File: src/hdl/assert_macros.svh
// Assertion macros for the RTL files.
`ifndef ASSERT_MACROS_SVH
`define ASSERT_MACROS_SVH

`ifndef ASSERT_OFF

// Property must hold at every clock edge outside reset.
`define ASSERT_PROP(label, clk, rst, prop, msg) \
   label: assert property (@(posedge clk) disable iff (rst) prop) else $error(msg);

// Condition must never be seen at a clock edge outside reset.
`define ASSERT_NEVER(label, clk, rst, cond, msg) \
   label: assert property (@(posedge clk) disable iff (rst) !(cond)) else $error(msg);

`else

`define ASSERT_PROP(label, clk, rst, prop, msg)
`define ASSERT_NEVER(label, clk, rst, cond, msg)

`endif

`endif

File: src/hdl/hmde_pkg.sv
// Package: widths, codes and shared types of the haptic duty envelope block.
`default_nettype none

package hmde_pkg;

   localparam int OP_W   = 3;
   localparam int TIME_W = 32;
   localparam int DUTY_W = 8;
   localparam int DUR_W  = 16;
   localparam int RAMP_W = DUR_W - 2;          // quarter of the envelope length
   localparam int PROD_W = DUR_W + DUTY_W;     // ramp position times peak duty
   localparam int DIV_CNT_W = $clog2(DUTY_W);

   localparam logic [DUTY_W-1:0] PEAK_DUTY_DEF = 8'd170;

   // opcodes
   localparam logic [OP_W-1:0] OP_TICK        = 3'd0;
   localparam logic [OP_W-1:0] OP_SET_WANTED  = 3'd1;
   localparam logic [OP_W-1:0] OP_PULSE       = 3'd2;
   localparam logic [OP_W-1:0] OP_CALM_START  = 3'd3;
   localparam logic [OP_W-1:0] OP_CALM_CANCEL = 3'd4;
   localparam logic [OP_W-1:0] OP_CANCEL_ALL  = 3'd5;

   // intensity levels
   localparam logic [1:0] INT_HALF    = 2'd1;
   localparam logic [1:0] INT_THREE_Q = 2'd2;
   localparam logic [1:0] INT_FULL    = 2'd3;

   // register file
   localparam int CSR_ADDR_W  = 3;
   localparam int CSR_IDX_BIT = 2;
   localparam logic REG_THERAPY_MODE = 1'b0;
   localparam logic REG_INTENSITY    = 1'b1;

   typedef struct packed {
      logic       therapy_mode;
      logic [1:0] intensity_level;
   } csr_cfg_type;

   typedef struct packed {
      logic              start;
      logic [PROD_W-1:0] dividend;
      logic [RAMP_W-1:0] divisor;
   } div_req_type;

   typedef struct packed {
      logic              done;
      logic [DUTY_W-1:0] quotient;
   } div_rsp_type;

endpackage

`default_nettype wire

File: src/hdl/hmde_channels.sv
// Interfaces: command item channel and result item channel.
`default_nettype none

interface hmde_req_if
   import hmde_pkg::*;
();
   logic              valid;
   logic              ready;
   logic [OP_W-1:0]   opcode;
   logic [TIME_W-1:0] now_ms;
   logic [DUTY_W-1:0] duty_in;
   logic [DUR_W-1:0]  duration_ms;
   logic              therapy_running;
   logic              calibration_running;
   logic              training_alert;

   modport source (
      output valid, opcode, now_ms, duty_in, duration_ms,
             therapy_running, calibration_running, training_alert,
      input  ready
   );
   modport sink (
      input  valid, opcode, now_ms, duty_in, duration_ms,
             therapy_running, calibration_running, training_alert,
      output ready
   );
endinterface

interface hmde_rsp_if
   import hmde_pkg::*;
();
   logic              valid;
   logic              ready;
   logic [DUTY_W-1:0] applied_duty;
   logic              motor_busy;
   logic              output_on;

   modport source (
      output valid, applied_duty, motor_busy, output_on,
      input  ready
   );
   modport sink (
      input  valid, applied_duty, motor_busy, output_on,
      output ready
   );
endinterface

`default_nettype wire

File: src/hdl/hmde_csr.sv
// Configuration registers behind the APB-style port.
`default_nettype none

module hmde_csr
   import hmde_pkg::*;
(
   input  logic                  clock,
   input  logic                  reset,
   input  logic                  psel,
   input  logic                  penable,
   input  logic                  pwrite,
   input  logic [CSR_ADDR_W-1:0] paddr,
   input  logic [31:0]           pwdata,
   output logic [31:0]           prdata,
   output logic                  pready,
   output csr_cfg_type           cfg
);

   logic       mode_ff, mode_in;
   logic [1:0] level_ff, level_in;
   logic       wr_en;
   logic       reg_idx;

   assign pready  = 1'b1;
   assign wr_en   = psel & penable & pwrite;
   assign reg_idx = paddr[CSR_IDX_BIT];

   always_comb begin
      mode_in  = mode_ff;
      level_in = level_ff;
      if (wr_en) begin
         case (reg_idx)
            REG_THERAPY_MODE: mode_in  = pwdata[0];
            REG_INTENSITY:    level_in = pwdata[1:0];
            default: ;
         endcase
      end
   end

   always_comb begin
      case (reg_idx)
         REG_THERAPY_MODE: prdata = {31'd0, mode_ff};
         REG_INTENSITY:    prdata = {30'd0, level_ff};
         default:          prdata = 32'd0;
      endcase
   end

   always_ff @(posedge clock) begin
      if (reset) begin
         mode_ff  <= 1'b0;
         level_ff <= INT_THREE_Q;
      end else begin
         mode_ff  <= mode_in;
         level_ff <= level_in;
      end
   end

   assign cfg.therapy_mode    = mode_ff;
   assign cfg.intensity_level = level_ff;

endmodule

`default_nettype wire

File: src/hdl/hmde_div.sv
// Restoring divider, one quotient bit per cycle, for the envelope ramp level.
`default_nettype none

module hmde_div
   import hmde_pkg::*;
(
   input  logic        clock,
   input  logic        reset,
   input  div_req_type div_req,
   output div_rsp_type div_rsp
);

   logic [PROD_W-1:0]    rem_ff, rem_in;
   logic [PROD_W-1:0]    den_ff, den_in;
   logic [DUTY_W-1:0]    quo_ff, quo_in;
   logic [DIV_CNT_W-1:0] cnt_ff, cnt_in;
   logic                 run_ff, run_in;
   logic                 done_ff, done_in;
   logic                 fits;

   // quotient is known to stay below 2^DUTY_W, so the divisor starts shifted
   // up by DUTY_W-1 and walks down one place a step
   assign fits = rem_ff >= den_ff;

   always_comb begin
      rem_in  = rem_ff;
      den_in  = den_ff;
      quo_in  = quo_ff;
      cnt_in  = cnt_ff;
      run_in  = run_ff;
      done_in = 1'b0;
      if (div_req.start) begin
         rem_in = div_req.dividend;
         den_in = PROD_W'({div_req.divisor, {(DUTY_W-1){1'b0}}});
         quo_in = '0;
         cnt_in = DIV_CNT_W'(DUTY_W - 1);
         run_in = 1'b1;
      end else if (run_ff) begin
         if (fits) begin
            rem_in = rem_ff - den_ff;
         end
         quo_in = {quo_ff[DUTY_W-2:0], fits};
         den_in = den_ff >> 1;
         cnt_in = cnt_ff - 1'b1;
         if (cnt_ff == '0) begin
            run_in  = 1'b0;
            done_in = 1'b1;
         end
      end
   end

   always_ff @(posedge clock) begin
      if (reset) begin
         run_ff  <= 1'b0;
         done_ff <= 1'b0;
      end else begin
         run_ff  <= run_in;
         done_ff <= done_in;
      end
      rem_ff <= rem_in;
      den_ff <= den_in;
      quo_ff <= quo_in;
      cnt_ff <= cnt_in;
   end

   assign div_rsp.done     = done_ff;
   assign div_rsp.quotient = quo_ff;

endmodule

`default_nettype wire

File: src/hdl/haptic_motor_duty_envelope_core.sv
// Top level: vibration motor duty selection with pulse, calm envelope and scaling.
// Usage
//   req_chan carries one command or tick item (opcode, now_ms, duty_in,
//   duration_ms and three external busy flags); rsp_chan returns exactly one
//   result item per request item: applied_duty, motor_busy and output_on.
//   Both channels move an item on a clock edge with valid and ready high.
//   The APB-style port (psel/penable/pwrite/paddr/pwdata) sets therapy_mode
//   at byte 0 and intensity_level at byte 4; pready is tied high and writes
//   land on the access cycle. Write it only while the block is idle.
// Timing
//   One item in flight at a time; req_chan.ready is high only in idle.
//   Most items pass decode (ST_EVAL), then result load (ST_FIN). A tick on an
//   envelope ramp adds a multiply state (ST_MUL) and the 8-step divider
//   (ST_DIV) between the two.
// Stall
//   The result sits in an output register. A new item is accepted while it
//   waits; that item's result is held back until the old one is taken.
// Reset
//   Synchronous, active high: all duty/timer state cleared, no pulse and no
//   envelope, therapy_mode 0, intensity_level three quarters.
`default_nettype none
`include "assert_macros.svh"

module haptic_motor_duty_envelope_core
   import hmde_pkg::*;
#(
   parameter logic [DUTY_W-1:0] PEAK_DUTY = PEAK_DUTY_DEF
)
(
   input  logic                  clock,
   input  logic                  reset,
   hmde_req_if.sink              req_chan,
   hmde_rsp_if.source            rsp_chan,
   input  logic                  psel,
   input  logic                  penable,
   input  logic                  pwrite,
   input  logic [CSR_ADDR_W-1:0] paddr,
   input  logic [31:0]           pwdata,
   output logic [31:0]           prdata,
   output logic                  pready
);

   typedef enum logic [4:0] {
      ST_IDLE = 5'b00001,
      ST_EVAL = 5'b00010,
      ST_MUL  = 5'b00100,
      ST_DIV  = 5'b01000,
      ST_FIN  = 5'b10000
   } state_type;

   csr_cfg_type cfg;
   div_req_type div_req;
   div_rsp_type div_rsp;

   state_type state_ff, state_in;

   // captured item
   logic [OP_W-1:0]   op_ff, op_in;
   logic [TIME_W-1:0] now_ff, now_in;
   logic [DUTY_W-1:0] duty_ff, duty_in;
   logic [DUR_W-1:0]  dur_ff, dur_in;
   logic              ext_ff, ext_in;

   // motor state
   logic [DUTY_W-1:0] wanted_ff, wanted_in;
   logic [DUTY_W-1:0] cur_ff, cur_in;
   logic [DUTY_W-1:0] pulse_duty_ff, pulse_duty_in;
   logic [TIME_W-1:0] pulse_end_ff, pulse_end_in;
   logic [TIME_W-1:0] calm_start_ff, calm_start_in;
   logic [DUR_W-1:0]  calm_len_ff, calm_len_in;
   logic              busy_flag_ff, busy_flag_in;

   // ramp level path
   logic [DUR_W-1:0]  num_ff, num_in;
   logic [RAMP_W-1:0] ramp_ff, ramp_in;
   logic [PROD_W-1:0] prod_ff, prod_in;
   logic              div_start_ff, div_start_in;

   // result register
   logic              rsp_valid_ff, rsp_valid_in;
   logic [DUTY_W-1:0] rsp_duty_ff, rsp_duty_in;
   logic              rsp_busy_ff, rsp_busy_in;
   logic              rsp_on_ff, rsp_on_in;

   logic              req_fire;
   logic [TIME_W-1:0] pulse_diff;
   logic [TIME_W-1:0] calm_elapsed;
   logic [DUR_W-1:0]  elapsed;
   logic [RAMP_W-1:0] ramp;
   logic [DUR_W-1:0]  hold_end;
   logic              pulse_pend;
   logic              calm_pend;
   logic              apply_en;
   logic [DUTY_W-1:0] apply_val;
   logic [DUTY_W-1:0] scaled;
   logic              rsp_load;

   function automatic logic [DUTY_W-1:0] scale_duty(input logic [DUTY_W-1:0] d,
                                                    input csr_cfg_type c);
      logic [DUTY_W+1:0] x3;
      logic [DUTY_W-1:0] r;
      begin
         x3 = {2'b00, d} + {1'b0, d, 1'b0};
         r  = d;
         if (c.therapy_mode) begin
            if (c.intensity_level == INT_HALF) begin
               r = d >> 1;
            end else if (c.intensity_level != INT_FULL) begin
               r = x3[DUTY_W+1:2];
            end
         end
         return r;
      end
   endfunction

   hmde_csr u_csr (
      .clock   (clock),
      .reset   (reset),
      .psel    (psel),
      .penable (penable),
      .pwrite  (pwrite),
      .paddr   (paddr),
      .pwdata  (pwdata),
      .prdata  (prdata),
      .pready  (pready),
      .cfg     (cfg)
   );

   assign div_req.start    = div_start_ff;
   assign div_req.dividend = prod_ff;
   assign div_req.divisor  = ramp_ff;

   hmde_div u_div (
      .clock   (clock),
      .reset   (reset),
      .div_req (div_req),
      .div_rsp (div_rsp)
   );

   assign req_chan.ready = (state_ff == ST_IDLE);
   assign req_fire       = req_chan.valid & req_chan.ready;

   // timer checks, always against the stored state (updated state in ST_FIN)
   assign pulse_diff   = now_ff - pulse_end_ff;
   assign calm_elapsed = now_ff - calm_start_ff;
   assign pulse_pend   = (pulse_end_ff != '0) && pulse_diff[TIME_W-1];
   assign calm_pend    = (calm_len_ff != '0) && (calm_elapsed < TIME_W'(calm_len_ff));

   // envelope shape; elapsed fits DUR_W whenever the envelope is live
   assign elapsed  = calm_elapsed[DUR_W-1:0];
   assign ramp     = calm_len_ff[DUR_W-1:2];
   assign hold_end = calm_len_ff - DUR_W'(ramp);

   assign scaled   = scale_duty(apply_val, cfg);
   assign rsp_load = (state_ff == ST_FIN) && (!rsp_valid_ff || rsp_chan.ready);

   always_comb begin
      state_in      = state_ff;
      op_in         = op_ff;
      now_in        = now_ff;
      duty_in       = duty_ff;
      dur_in        = dur_ff;
      ext_in        = ext_ff;
      wanted_in     = wanted_ff;
      pulse_duty_in = pulse_duty_ff;
      pulse_end_in  = pulse_end_ff;
      calm_start_in = calm_start_ff;
      calm_len_in   = calm_len_ff;
      num_in        = num_ff;
      ramp_in       = ramp_ff;
      prod_in       = prod_ff;
      div_start_in  = 1'b0;
      apply_en      = 1'b0;
      apply_val     = wanted_ff;

      case (state_ff)
         ST_IDLE: begin
            if (req_fire) begin
               op_in    = req_chan.opcode;
               now_in   = req_chan.now_ms;
               duty_in  = req_chan.duty_in;
               dur_in   = req_chan.duration_ms;
               ext_in   = req_chan.therapy_running | req_chan.calibration_running |
                          req_chan.training_alert;
               state_in = ST_EVAL;
            end
         end

         ST_EVAL: begin
            state_in = ST_FIN;
            case (op_ff)
               OP_TICK: begin
                  if (pulse_end_ff != '0 && !pulse_pend) begin
                     pulse_end_in = '0;
                  end
                  if (pulse_pend) begin
                     apply_en  = 1'b1;
                     apply_val = pulse_duty_ff;
                  end else if (calm_pend) begin
                     ramp_in = ramp;
                     if (ramp == '0) begin
                        // envelope too short to ramp: flat at peak
                        apply_en  = 1'b1;
                        apply_val = PEAK_DUTY;
                     end else if (elapsed < DUR_W'(ramp)) begin
                        num_in   = elapsed;
                        state_in = ST_MUL;
                     end else if (elapsed < hold_end) begin
                        apply_en  = 1'b1;
                        apply_val = PEAK_DUTY;
                     end else begin
                        num_in   = calm_len_ff - elapsed;
                        state_in = ST_MUL;
                     end
                  end else begin
                     calm_len_in = '0;
                     apply_en    = 1'b1;
                     apply_val   = wanted_ff;
                  end
               end
               OP_SET_WANTED: begin
                  wanted_in = duty_ff;
                  if (pulse_end_ff != '0 && !pulse_pend) begin
                     pulse_end_in = '0;
                  end
                  // a live pulse keeps the motor at its duty
                  if (!pulse_pend) begin
                     apply_en  = 1'b1;
                     apply_val = duty_ff;
                  end
               end
               OP_PULSE: begin
                  if (dur_ff != '0) begin
                     pulse_duty_in = duty_ff;
                     pulse_end_in  = now_ff + TIME_W'(dur_ff);
                     calm_len_in   = '0;
                     apply_en      = 1'b1;
                     apply_val     = duty_ff;
                  end
               end
               OP_CALM_START: begin
                  if (dur_ff != '0) begin
                     pulse_end_in  = '0;
                     calm_start_in = now_ff;
                     calm_len_in   = dur_ff;
                     apply_en      = 1'b1;
                     apply_val     = '0;
                  end
               end
               OP_CALM_CANCEL: begin
                  if (calm_len_ff != '0) begin
                     calm_len_in = '0;
                     apply_en    = 1'b1;
                     apply_val   = wanted_ff;
                  end
               end
               OP_CANCEL_ALL: begin
                  pulse_end_in  = '0;
                  pulse_duty_in = '0;
                  calm_len_in   = '0;
                  apply_en      = 1'b1;
                  apply_val     = wanted_ff;
               end
               default: ;
            endcase
         end

         ST_MUL: begin
            prod_in      = PROD_W'(num_ff) * PROD_W'(PEAK_DUTY);
            div_start_in = 1'b1;
            state_in     = ST_DIV;
         end

         ST_DIV: begin
            if (div_rsp.done) begin
               apply_en  = 1'b1;
               apply_val = (div_rsp.quotient > PEAK_DUTY) ? PEAK_DUTY : div_rsp.quotient;
               state_in  = ST_FIN;
            end
         end

         ST_FIN: begin
            if (rsp_load) begin
               state_in = ST_IDLE;
            end
         end

         default: state_in = ST_IDLE;
      endcase
   end

   assign cur_in       = apply_en ? scaled : cur_ff;
   assign busy_flag_in = apply_en ? (scaled != '0) : busy_flag_ff;

   always_comb begin
      rsp_valid_in = rsp_valid_ff;
      rsp_duty_in  = rsp_duty_ff;
      rsp_busy_in  = rsp_busy_ff;
      rsp_on_in    = rsp_on_ff;
      if (rsp_load) begin
         rsp_valid_in = 1'b1;
         rsp_duty_in  = cur_ff;
         rsp_busy_in  = busy_flag_ff | pulse_pend | calm_pend | ext_ff;
         rsp_on_in    = (cur_ff != '0);
      end else if (rsp_chan.ready) begin
         rsp_valid_in = 1'b0;
      end
   end

   always_ff @(posedge clock) begin
      if (reset) begin
         state_ff      <= ST_IDLE;
         div_start_ff  <= 1'b0;
         rsp_valid_ff  <= 1'b0;
         wanted_ff     <= '0;
         cur_ff        <= '0;
         pulse_duty_ff <= '0;
         pulse_end_ff  <= '0;
         calm_start_ff <= '0;
         calm_len_ff   <= '0;
         busy_flag_ff  <= 1'b0;
      end else begin
         state_ff      <= state_in;
         div_start_ff  <= div_start_in;
         rsp_valid_ff  <= rsp_valid_in;
         wanted_ff     <= wanted_in;
         cur_ff        <= cur_in;
         pulse_duty_ff <= pulse_duty_in;
         pulse_end_ff  <= pulse_end_in;
         calm_start_ff <= calm_start_in;
         calm_len_ff   <= calm_len_in;
         busy_flag_ff  <= busy_flag_in;
      end
      op_ff       <= op_in;
      now_ff      <= now_in;
      duty_ff     <= duty_in;
      dur_ff      <= dur_in;
      ext_ff      <= ext_in;
      num_ff      <= num_in;
      ramp_ff     <= ramp_in;
      prod_ff     <= prod_in;
      rsp_duty_ff <= rsp_duty_in;
      rsp_busy_ff <= rsp_busy_in;
      rsp_on_ff   <= rsp_on_in;
   end

   assign rsp_chan.valid        = rsp_valid_ff;
   assign rsp_chan.applied_duty = rsp_duty_ff;
   assign rsp_chan.motor_busy   = rsp_busy_ff;
   assign rsp_chan.output_on    = rsp_on_ff;

   // a nonzero duty always reports busy
   `ASSERT_PROP(a_on_implies_busy, clock, reset,
                rsp_chan.valid && rsp_chan.output_on |-> rsp_chan.motor_busy,
                "motor on but not reported busy")

   // one item at a time: after an accept, ready drops
   `ASSERT_PROP(a_single_item, clock, reset,
                req_fire |=> !req_chan.ready,
                "item accepted while another is in flight")

   // divider finishes only while the sequencer waits for it
   `ASSERT_PROP(a_div_done_in_div, clock, reset,
                div_rsp.done |-> (state_ff == ST_DIV),
                "divider result outside the divide phase")

   `ASSERT_PROP(a_state_onehot, clock, reset,
                $onehot(state_ff),
                "sequencer state not one-hot")

endmodule

`default_nettype wire
File: src/flat_wrapper.sv
// flat-port wrapper written by rule: the top's interface ports become plain ports
module haptic_motor_duty_envelope_core_flat import hmde_pkg::*;
#(
   parameter logic [DUTY_W-1:0] PEAK_DUTY = PEAK_DUTY_DEF
)
  (clock, reset, psel, penable, pwrite, paddr, pwdata, prdata, pready, req_chan_valid, req_chan_opcode, req_chan_now_ms, req_chan_duty_in, req_chan_duration_ms, req_chan_therapy_running, req_chan_calibration_running, req_chan_training_alert, req_chan_ready, rsp_chan_valid, rsp_chan_applied_duty, rsp_chan_motor_busy, rsp_chan_output_on, rsp_chan_ready);
  hmde_req_if req_chan_i ();
  hmde_rsp_if rsp_chan_i ();
  input  logic clock;
  input  logic reset;
  input  logic psel;
  input  logic penable;
  input  logic pwrite;
  input  logic [CSR_ADDR_W-1:0] paddr;
  input  logic [31:0] pwdata;
  output logic [31:0] prdata;
  output logic pready;
  input wire logic [$bits(req_chan_i.valid)-1:0] req_chan_valid;
  input wire logic [$bits(req_chan_i.opcode)-1:0] req_chan_opcode;
  input wire logic [$bits(req_chan_i.now_ms)-1:0] req_chan_now_ms;
  input wire logic [$bits(req_chan_i.duty_in)-1:0] req_chan_duty_in;
  input wire logic [$bits(req_chan_i.duration_ms)-1:0] req_chan_duration_ms;
  input wire logic [$bits(req_chan_i.therapy_running)-1:0] req_chan_therapy_running;
  input wire logic [$bits(req_chan_i.calibration_running)-1:0] req_chan_calibration_running;
  input wire logic [$bits(req_chan_i.training_alert)-1:0] req_chan_training_alert;
  output wire logic [$bits(req_chan_i.ready)-1:0] req_chan_ready;
  output wire logic [$bits(rsp_chan_i.valid)-1:0] rsp_chan_valid;
  output wire logic [$bits(rsp_chan_i.applied_duty)-1:0] rsp_chan_applied_duty;
  output wire logic [$bits(rsp_chan_i.motor_busy)-1:0] rsp_chan_motor_busy;
  output wire logic [$bits(rsp_chan_i.output_on)-1:0] rsp_chan_output_on;
  input wire logic [$bits(rsp_chan_i.ready)-1:0] rsp_chan_ready;
  assign req_chan_i.valid = req_chan_valid;
  assign req_chan_i.opcode = req_chan_opcode;
  assign req_chan_i.now_ms = req_chan_now_ms;
  assign req_chan_i.duty_in = req_chan_duty_in;
  assign req_chan_i.duration_ms = req_chan_duration_ms;
  assign req_chan_i.therapy_running = req_chan_therapy_running;
  assign req_chan_i.calibration_running = req_chan_calibration_running;
  assign req_chan_i.training_alert = req_chan_training_alert;
  assign req_chan_ready = req_chan_i.ready;
  assign rsp_chan_valid = rsp_chan_i.valid;
  assign rsp_chan_applied_duty = rsp_chan_i.applied_duty;
  assign rsp_chan_motor_busy = rsp_chan_i.motor_busy;
  assign rsp_chan_output_on = rsp_chan_i.output_on;
  assign rsp_chan_i.ready = rsp_chan_ready;
  haptic_motor_duty_envelope_core #(.PEAK_DUTY(PEAK_DUTY)) u_core (.clock(clock), .reset(reset), .req_chan(req_chan_i), .rsp_chan(rsp_chan_i), .psel(psel), .penable(penable), .pwrite(pwrite), .paddr(paddr), .pwdata(pwdata), .prdata(prdata), .pready(pready));
endmodule
File: config.mk
export PLATFORM = sky130hd
export DESIGN_NAME = haptic_motor_duty_envelope_core_flat
export DESIGN_NICKNAME = d
export VERILOG_FILES = /design/src/hdl/hmde_pkg.sv /design/src/hdl/hmde_channels.sv /design/src/hdl/hmde_csr.sv /design/src/hdl/hmde_div.sv /design/src/hdl/haptic_motor_duty_envelope_core.sv /design/src/flat_wrapper.sv
export VERILOG_INCLUDE_DIRS = /design/src /design/src/hdl
export SDC_FILE = /design/constraint.sdc
export NUM_CORES = 1
export LEC_CHECK = 0
export ABC_AREA = 1
export BUFFER_PORTS_ARGS = -buffer_cell sky130_fd_sc_hd__buf_2
export CAP_MARGIN = 0
export CORE_AREA = 2 2 257 259
export DETAILED_ROUTE_END_ITERATION = 12
export DIE_AREA = 0 0 259 261
export PLACE_DENSITY = 0.55
export SLEW_MARGIN = 20
export SYNTH_ARGS = -nofsm -noshare
export SYNTH_HDL_FRONTEND = slang
export SYNTH_HIERARCHICAL = 1
export SYNTH_SLANG_ARGS = --single-unit
File: constraint.sdc
create_clock -name clock -period 5.5 [get_ports clock]
set_input_delay 0.825 -clock clock [delete_from_list [all_inputs] [get_ports clock]]
set_output_delay 0.825 -clock clock [all_outputs]
set_load 0.01 [all_outputs]
* After elaboration in Yosys (flattened, before gate mapping)
Cells that the tools add are included.
** Word-level totals
- Memories :: 0
- Memory bits (writable) :: 0
- Memory bits (read-only) :: 0
- Bits in registers :: 296
- Bits in latches :: 0
** Cells by class
- Div/mod/pow operators :: 0
- Bitwise logic cells :: 12
- Mux-type cells :: 63
- Multiply operators :: 1
- Shift operators :: 0
- Reduce and logical (&&, ||, !) cells :: 36
- Add/subtract/negate cells :: 8
- Magnitude comparators :: 5
- Equality and inequality tests :: 22
** Operators with widths (count)
- one-hot mux 32 bit (4 select lines) :: 1
- 2-to-1 mux 16 bit :: 7
- 2-to-1 mux 8 bit :: 14
- 2-to-1 mux 32 bit :: 3
- one-hot mux 16 bit (5 select lines) :: 1
- 2-to-1 mux 24 bit :: 3
- one-hot mux 32 bit (2 select lines) :: 1
- subtractor 32 bit :: 2
- 2-to-1 mux 5 bit :: 9
- 2-to-1 mux 21 bit :: 2
- adder 32 x 16 -> 32 bit :: 1
- less-than comparator 32 x 16 -> 1 bit :: 1
- one-hot mux 8 bit (2 select lines) :: 2
- one-hot mux 8 bit (4 select lines) :: 1
- nonzero test 16 bit :: 2
- nonzero test 32 bit :: 1
- one-hot mux 5 bit (5 select lines) :: 1
- >= comparator 24 x 21 -> 1 bit :: 1
- subtractor 24 x 21 -> 24 bit :: 1
- multiplier 16 x 7 -> 23 bit (second input constant) :: 1
- less-than comparator 16 x 14 -> 1 bit :: 1
- less-than comparator 16 bit :: 1
- 2-to-1 mux 1 bit :: 16
- nonzero test 8 bit :: 2
- other kinds (37) :: 72

* Longest topological paths before layout
Gate-level depths: netlist of the first run.
- Word-level depth :: 14
- Gate-level depth with buffers :: 48
- Mapped depth without buffers :: 48

* Modules after synthesis
The synthesis of the first run kept the hierarchy.
** Modules (own cells, without submodules)
- haptic_motor_duty_envelope_core :: area an instance 18032.3 µm², instances 1, cells an instance 2375
- hmde_div :: area an instance 4040.1 µm², instances 1, cells an instance 585
- hmde_csr :: area an instance 412.9 µm², instances 1, cells an instance 61

* Least setup slack after synthesis of the first run
No wires, ideal clock.
- Path kind :: reg2reg
- Start point :: register u_core.calm_len_ff[2]
- End point :: register u_core.busy_flag_ff
- Clock period less this slack :: 5.299 ns
- Path buffers :: 0
- Stages on the path, launching flop included :: 46
- Path slack :: 0.201 ns
- Library setup time :: 0.121 ns
- Arrival :: 5.179 ns
- Data required time :: 5.379 ns
- Path through :: dfxtp_1 > ha_1 > inv_1 > fa_1 > nand3_1 > nand2_1 > a21oi_1 > o21bai_1 > a21oi_1 > o21ai_0 > nand2_1 > nand2_1 > a21oi_1 > inv_1 > a21oi_1 > o21bai_1 > a21oi_1 > o21ai_0 > [... 10 more ...] > nor2_1 > nand2_1 > nand4_1 > nand2_1 > nand3_1 > nand2_1 > inv_1 > ha_1 > a21oi_1 > o21ai_0 > a21oi_1 > nand2_1 > nand2_1 > nand3_1 > nand2_1 > nand2_1 > a21oi_1 > a21oi_1
** On the way
- Cells in the longest elaborated chain, start to end :: 14
- Elaborated cells between the ends (all ways) :: 27
- Those cells by class :: add/sub: 2; order compare: 3; mux: 18; reduce/logical: 4
** Ends and longest elaborated chain
- from (decl) :: RTL line haptic_motor_duty_envelope_core.sv:70 : logic [DUR_W-1:0] calm_len_ff, calm_len_in;
- from (signal assigned) :: RTL line haptic_motor_duty_envelope_core.sv:331 : calm_len_ff <= calm_len_in;
- subtractor 16 x 14 -> 16 bit :: RTL line haptic_motor_duty_envelope_core.sv:152 : assign hold_end = calm_len_ff - DUR_W'(ramp);
- less-than comparator 16 bit :: RTL line haptic_motor_duty_envelope_core.sv:208 : end else if (elapsed < hold_end) begin
- 2-to-1 mux 8 bit :: RTL line haptic_motor_duty_envelope_core.sv:208
- 2-to-1 mux 8 bit :: RTL line haptic_motor_duty_envelope_core.sv:205 : end else if (elapsed < DUR_W'(ramp)) begin
- 2-to-1 mux 8 bit :: RTL line haptic_motor_duty_envelope_core.sv:201 : if (ramp == '0) begin
- 2-to-1 mux 8 bit :: RTL line haptic_motor_duty_envelope_core.sv:199 : end else if (calm_pend) begin
- 2-to-1 mux 8 bit :: RTL line haptic_motor_duty_envelope_core.sv:196 : if (pulse_pend) begin
- one-hot mux 8 bit (4 select lines) :: RTL line haptic_motor_duty_envelope_core.sv:191 : case (op_ff)
- one-hot mux 8 bit (2 select lines) :: RTL line haptic_motor_duty_envelope_core.sv:176 : case (state_ff)
- adder 8 x 9 -> 10 bit :: RTL line haptic_motor_duty_envelope_core.sv:103 : x3 = {2'b00, d} + {1'b0, d, 1'b0};
- 2-to-1 mux 8 bit :: RTL line haptic_motor_duty_envelope_core.sv:108 : end else if (c.intensity_level != INT_FULL) begin
- 2-to-1 mux 8 bit :: RTL line haptic_motor_duty_envelope_core.sv:106 : if (c.intensity_level == INT_HALF) begin
- 2-to-1 mux 8 bit :: RTL line haptic_motor_duty_envelope_core.sv:105 : if (c.therapy_mode) begin
- nonzero test 8 bit :: RTL line haptic_motor_duty_envelope_core.sv:293 : assign busy_flag_in = apply_en ? (scaled != '0) : busy_flag_ff;
- to (signal assigned) :: RTL line haptic_motor_duty_envelope_core.sv:332 : busy_flag_ff <= busy_flag_in;
- to (decl) :: RTL line haptic_motor_duty_envelope_core.sv:71 : logic busy_flag_ff, busy_flag_in;
Several ways; a longest one is shown, not always the timed one.
A chain may end at the register's enable or synchronous reset.

* Worst setup path after layout of the first run
- Start point :: register u_core.calm_len_ff[0]
- End point :: register u_core.busy_flag_ff
Same word-level chain as after synthesis.

==> results of run 1 <==
==> metal layers <==
layer	GRT usage [%]	wire length [um]	vias to the layer above
met1	22.9	27900	8856
met5	0	0	-
met4	6.29	1980	0
met2	31.0	28700	307
met3	2.03	1890	87
li1	-	-	10400
==> synthesized netlist by cell type, types with 4 or more instances <==
cell,instances
edfxtp_1,161
o21bai_1,16
nor3_1,26
o221ai_1,4
nand4_1,44
inv_2,17
nand3_1,153
xor2_1,46
a21oi_1,252
buf_2,5
nand3_2,11
fa_1,30
nor2_1,179
o21ai_0,156
a31oi_1,14
nand3b_1,15
inv_1,558
o21ai_1,6
a211oi_1,33
ha_1,233
clkbuf_1,40
nand2_4,7
dfxtp_1,135
o21a_1,4
nor2_2,7
nand2_1,692
buf_4,36
and2_1,4
o22ai_1,12
xnor2_1,12
nor2_4,6
a22oi_1,6
nand2_2,25
nor4_1,15
a221oi_1,9
a21oi_2,5
or2_2,7
==> through the flow <==
step / cells / setup TNS (ns)
finish: 4162 / -0.137
global placement: 4090 / -1.44
CTS: 4154 / -0.00755
global route: 4162 / -4.37
floorplan: 3050 / 0
detailed placement: 4090 / -1.28
==> layout make-up <==
type                       instances  area [um^2]
multi-input combinational       2094        12700
tap                              864         1080
sequential                       296         7540
inverter                         578         2170
fill                            6803        38500
clock inverter                    17          244
timing repair buffer             265         1790
antenna                            1         2.50
clock buffer                      47         1020
==> registers in the layout (all words and copies together) (netlist names), 2 cells and up <==
name                          count
u_core/op_ff                      3
u_core/dur_ff                    16
u_core/pulse_end_ff              32
u_core/duty_ff                    8
u_core/calm_len_ff               16
u_core/num_ff                    16
u_core/u_div/quo_ff               8
u_core/u_csr/level_ff             2
u_core/calm_start_ff             32
u_core/rsp_chan.applied_duty      8
u_core/u_div/cnt_ff               3
u_core/state_ff                   5
u_core/u_div/den_ff              21
u_core/cur_ff                     8
u_core/u_div/rem_ff              24
u_core/ramp_ff                   14
u_core/prod_ff                   23
u_core/wanted_ff                  8
u_core/pulse_duty_ff              8
u_core/now_ff                    32
==> final timing paths <==
kind                                               start                       end  slack (ns)
worst min register to register  u_core/calm_start_ff[22]  u_core/calm_start_ff[22]        0.46
worst min-delay path                 req_chan_now_ms[12]         u_core/now_ff[12]        0.43
worst max register to register     u_core/calm_len_ff[0]       u_core/busy_flag_ff       -0.09
worst max-delay path               u_core/calm_len_ff[0]       u_core/busy_flag_ff       -0.09
==> cell families after synthesis <==
kind of cell,Yosys count,synth area share (%)
and+or+nand+nor,1200,23.3
buffers and inverters,660,11.6
AOI/OAI and AO/OA,540,13.5
DFF,296,33.5
adders and majority gates,263,15.6
xor gates and xnor gates,59,2.33
other,3,0.0501
==> power by group through the flow <==
stage               clock network (mW)  registers [mW]  logic, mW
global placement                     0            2.55       1.57
finish                            2.56            2.50       1.64
global route                      2.71            2.51       1.87
floorplan                            0            2.52       1.06
detailed placement                   0            2.55       1.58
CTS                               2.63            2.50       1.61
==> timing repair <==
action / CTS / global route
pin swaps: 8 / 48
setup buffers: 0 / 8
setup endpoints to repair: 9 / 9
gates resized for setup: 24 / 51
==> out/qor.txt, run 1 <==
Logic pwr share: 24.5%
Sequential Power Share: 37.4%
total die area: 67600 um^2
P_leak: 12.7 nW
Placer Congestion: 0.900
Startpoint Class: register
DRT Pass-1 Iters: 5
largest net degree at the start of global routing: 68
Via Count: 19600
Top delay family on crit path: simple AND/OR/NAND/NOR gates
CTS tree: done
Int Pwr: 4.66 mW
Post-Syn Area per Cell: 7.44 um^2
mapped cell area: 22500 um^2
Area growth, synth to finish: 18.1%
slowest stage cell, crit path: fa_2
Clock transition at path regs: 0.06 ns
worst-skew pair later-pin latency: 0.57 ns
Tmin final: 5.59 ns
total net switching power: 2.04 mW
crit end category: register
power per cell area: 252 nW/um^2
RSZ-0062 raised after global routing: yes
number of synthesized flops with an enable pin: 161
final setup fails: 3
grt total ovfl: 0
Worst Path Required: 5.94 ns
final wirelength: 60.5 mm
Clock Power Share: 38.2%
CTS Sinks: 296
max-slew violations: 0
fmax: 0.179 GHz
io pins: 149
Detailed Place HPWL: 48.6 mm
Hold Buf Count CTS: 0
share of the synthesized area in the top cell type: 21.5%
Layout Utilization: 40.8%
Initial Util: 34.6%
asr flop ratio synth: 0%
predominant post-synthesis flop cell: edfxtp_1
commonest non-fill, non-tap cell in the layout: nand2_1
Mapped Cells: 3021
Fin. Hold Viols: 0
violated checks: setup timing
Worst path most repeated cell: nand2_1
# DRC: 0
post-synthesis register bit count: 296
max cap viols: 0
Least-Margin Pin Slew: 1.04 ns
number of port buffers: 85
Worst path depth: 47
Die Y: 261 um
Rel. slew slack: 30.5%
Unique masters post-synth: 61
CP Data Arrival Time: 6.03 ns
WP buf/inv: 7
Overall Global Routing Usage: 17.9%
Nets: 3638
Iter 0 DRT Violations: 1062
worst-case hold slack: 0.434 ns
Chip Width: 259 um
clk buf depth: 3
HP Class: input port to register
share of cells above drive strength 1: 14.6%
row cnt: 94
VDD IR max: 0.000244 V
share of the yosys chip area belonging to registers: 33.5%
per-cell routed wire length: 14.5 um
dpl ws: -0.270 ns
most frequent cells in the layout: nand2_1, inv_1, a21oi_1, ha_1, buf_4
placed instance area: 25000 um^2
clock skew: 0.0327 ns
Core ar.: 65000 um^2
initial antenna violation count: 2
sw frac: 30.4%
top post-synthesis cells by area: edfxtp_1, ha_1, dfxtp_1
CTS Root Cell: clkbuf_16
area leader, netlist: edfxtp_1
synth warn: 6
first-pass GRT wire length: 96.7 mm
via/cell ratio: 4.71
Final Total Pwr: 6.70 mW
Post-DRT Antenna Nets: 0
r2r worst-path depth: 47
PnR worst setup slack: -0.0937 ns
Crit Path Max Fanout: 4
crit-path max cell delay: 0.37 ns
Hold Path Depth: 1
status: finished, violations left
part of the cycle the worst path needs: 102%
CP Class: register to register
number of global-route vias before repair: 18700
H-Tree Depth: 2
TritonCTS Buffers: 36
post-route design area: 26600 um^2
No activity file was read; power rests on OpenSTA's default activity.
==> inputs of run 2 (changes only) <==
- RECOVER_POWER: default -> 100
==> run 2 against run 1 <==
Against the previous run:
- the flow finishes with violations (capacitance limit, slew limit, setup timing)
- die area unchanged
- critical endpoint unchanged
- maximum frequency up 0.13%
- critical path type unchanged
- flip-flop and latch count unchanged
- worst setup slack better by 0.0073 ns
- hold slack better by 0.00067 ns
- via count up 0.17%
==> out/qor.txt, run 2 (synthesis results as in run 1) <==
Chip Width: 259 um (unchanged)
crit-path max cell delay: 0.37 ns (about the same)
Via Count: 19600 (+0.17%)
first-pass GRT wire length: 96.7 mm (unchanged)
setup TNS: -0.126 ns (+0.0116 ns)
Crit Path Max Fanout: 4 (unchanged)
most frequent cells in the layout: nand2_1, inv_1, a21oi_1, ha_1, nor2_1
Hold Buf Count CTS: 0 (unchanged)
CTS Sinks: 296 (unchanged)
Area growth, synth to finish: 17.7%
biggest regs: u_core/calm_start_ff: 32 flops, u_core/now_ff: 32 flops, u_core/pulse_end_ff: 32 flops
Worst path most repeated cell: nand2_1
P_leak: 12.6 nW (-0.93%)
sw frac: 30.4% (about the same)
CP Class: register to register
PnR worst setup slack: -0.0863 ns (+0.00733 ns)
clk buf depth: 3 (unchanged)
io pins: 149 (unchanged)
Sequential Power Share: 37.5% (about the same)
worst-case hold slack: 0.434 ns (+0.000669 ns)
Core ar.: 65000 um^2 (unchanged)
Fin. Hold Viols: 0 (unchanged)
largest net degree at the start of global routing: 68 (unchanged)
Post-DRT Antenna Nets: 0 (unchanged)
initial antenna violation count: 2 (unchanged)
status: finished, violations left
worst r2r src: u_core/calm_len_ff[0]
total net switching power: 2.04 mW (about the same)
Layout Utilization: 40.7% (-0.17 points)
row cnt: 94 (unchanged)
Placer Congestion: 0.900 (unchanged)
part of the cycle the worst path needs: 102% (-0.13 points)
total die area: 67600 um^2 (unchanged)
Logic pwr share: 24.3% (-0.2 points)
clock skew: 0.0318 ns (-0.000904 ns)
final setup fails: 3 (unchanged)
HP Class: input port to register
Final Total Pwr: 6.69 mW (-0.11%)
Least-Margin Pin Slew: 3.31 ns (+2.27 ns)
Startpoint Class: register
share of cells above drive strength 1: 13.3% (-1.3 points)
final wirelength: 60.4 mm (about the same)
worst-skew pair later-pin latency: 0.57 ns (about the same)
via/cell ratio: 4.72 (+0.17%)
grt total ovfl: 0 (unchanged)
VDD IR max: 0.000243 V (-0.22%)
commonest non-fill, non-tap cell in the layout: nand2_1
Nets: 3638 (unchanged)
CTS tree: done
violated checks: capacitance limit, slew limit, setup timing
Die Y: 261 um (unchanged)
Clock transition at path regs: 0.06 ns (about the same)
power per cell area: 253 nW/um^2 (+0.31%)
slowest stage cell, crit path: fa_2
per-cell routed wire length: 14.5 um (about the same)
number of port buffers: 85 (unchanged)
CTS Root Cell: clkbuf_16
H-Tree Depth: 2 (unchanged)
Int Pwr: 4.66 mW (-0.11%)
max cap viols: 4 (+4)
CP Launch Point: u_core/calm_len_ff[0]
r2r worst-path depth: 47 (unchanged)
post-route design area: 26500 um^2 (-0.42%)
flop-to-flop setup slack: -0.09 ns (about the same)
Worst Path Required: 5.94 ns (about the same)
Initial Util: 34.6% (unchanged)
Overall Global Routing Usage: 17.9% (unchanged)
RSZ-0062 raised after global routing: yes
Tmin final: 5.59 ns (-0.00733 ns)
TritonCTS Buffers: 36 (unchanged)
Iter 0 DRT Violations: 976 (-8.1%)
DRT Pass-1 Iters: 5 (unchanged)
fmax: 0.179 GHz (+0.13%)
Setup crit end: u_core/busy_flag_ff
Clock Power Share: 38.2% (about the same)
CP Data Arrival Time: 6.03 ns (about the same)
min-delay src: req_chan_now_ms[12]
Crit Reg-Reg Endpoint: u_core/busy_flag_ff
placed instance area: 25000 um^2 (unchanged)
# DRC: 0 (unchanged)
crit end category: register
Rel. slew slack: -121% (-150 points)
number of global-route vias before repair: 18700 (unchanged)
Detailed Place HPWL: 48.6 mm (unchanged)
number of fill cells in the layout: 6832 (+0.43%)
max-slew violations: 192 (+192)
[run 2: cell count changes in the layout (fill, tap and decap cells not counted), sizes merged]
cell / delta
buf: -38
clkbuf: +38
[run 2: area by class of cell]
type	instances	area, um^2	share of cell area, %
flip-flops and latches	296	7540	28.5
clock buffers	47	1020	3.87
multi-input cells	2094	12700	48.0
repair buffers	265	1700	6.43
clock inverters	17	244	0.922
inverters	578	2170	8.20
diodes	1	2.50	0.00946
well taps	864	1080	4.09
[run 2: stage by stage]
step / setup WS, ns / std cells
global placement: -0.296 / 4090
global route: -0.595 / 4162
CTS: -0.00755 / 4154
floorplan: 0.201 / 3050
detailed placement: -0.270 / 4090
finish: -0.0863 / 4162
[run 2: how the worst min path moves through the flow]
stage,to,slack (ns),cells after the start
after floorplan,u_core/rsp_chan.applied_duty[3],0.43,0
after global placement,u_core/calm_start_ff[20],0.44,2
after detailed placement,u_core/prod_ff[1],0.45,0
after CTS,u_core/now_ff[12],0.40,1
after global routing,u_core/now_ff[12],0.41,1
final,u_core/now_ff[12],0.43,1
[run 2: power groups by stage]
stage               combinational (mW)  sequential [mW]  clock (mW)
finish                            1.63             2.51        2.56
global route                      1.86             2.52        2.71
CTS                               1.61             2.50        2.63
detailed placement                1.58             2.55           0
global placement                  1.57             2.55           0
floorplan                         1.06             2.52           0
[run 2: worst max-delay path, delay by kind of cell (launching register included)]
kind | cells | cell delay, ns
AO/OA/AOI/OAI | 13 | 1.66
XOR/XNOR | 1 | 0.14
adder cells (fa/ha/maj) | 4 | 1.16
buffers and inverters | 7 | 0.50
flip-flops | 1 | 0.32
AND/OR/NAND/NOR | 22 | 1.68
[run 2: timing repair]
item / in CTS / in global routing
pin swaps: 8 / 48
buffers inserted: 0 / 8
resized for setup: 24 / 51
endpoints found under the setup margin: 9 / 9
endpoints found under the hold margin: 0 / 0
[run 2: per-layer routing]
layer,part of all wire (%),GRT usage [%]
met3,3.2,2.03
met4,3.4,6.29
met1,46,22.9
met2,47,31.0
met5,0,0
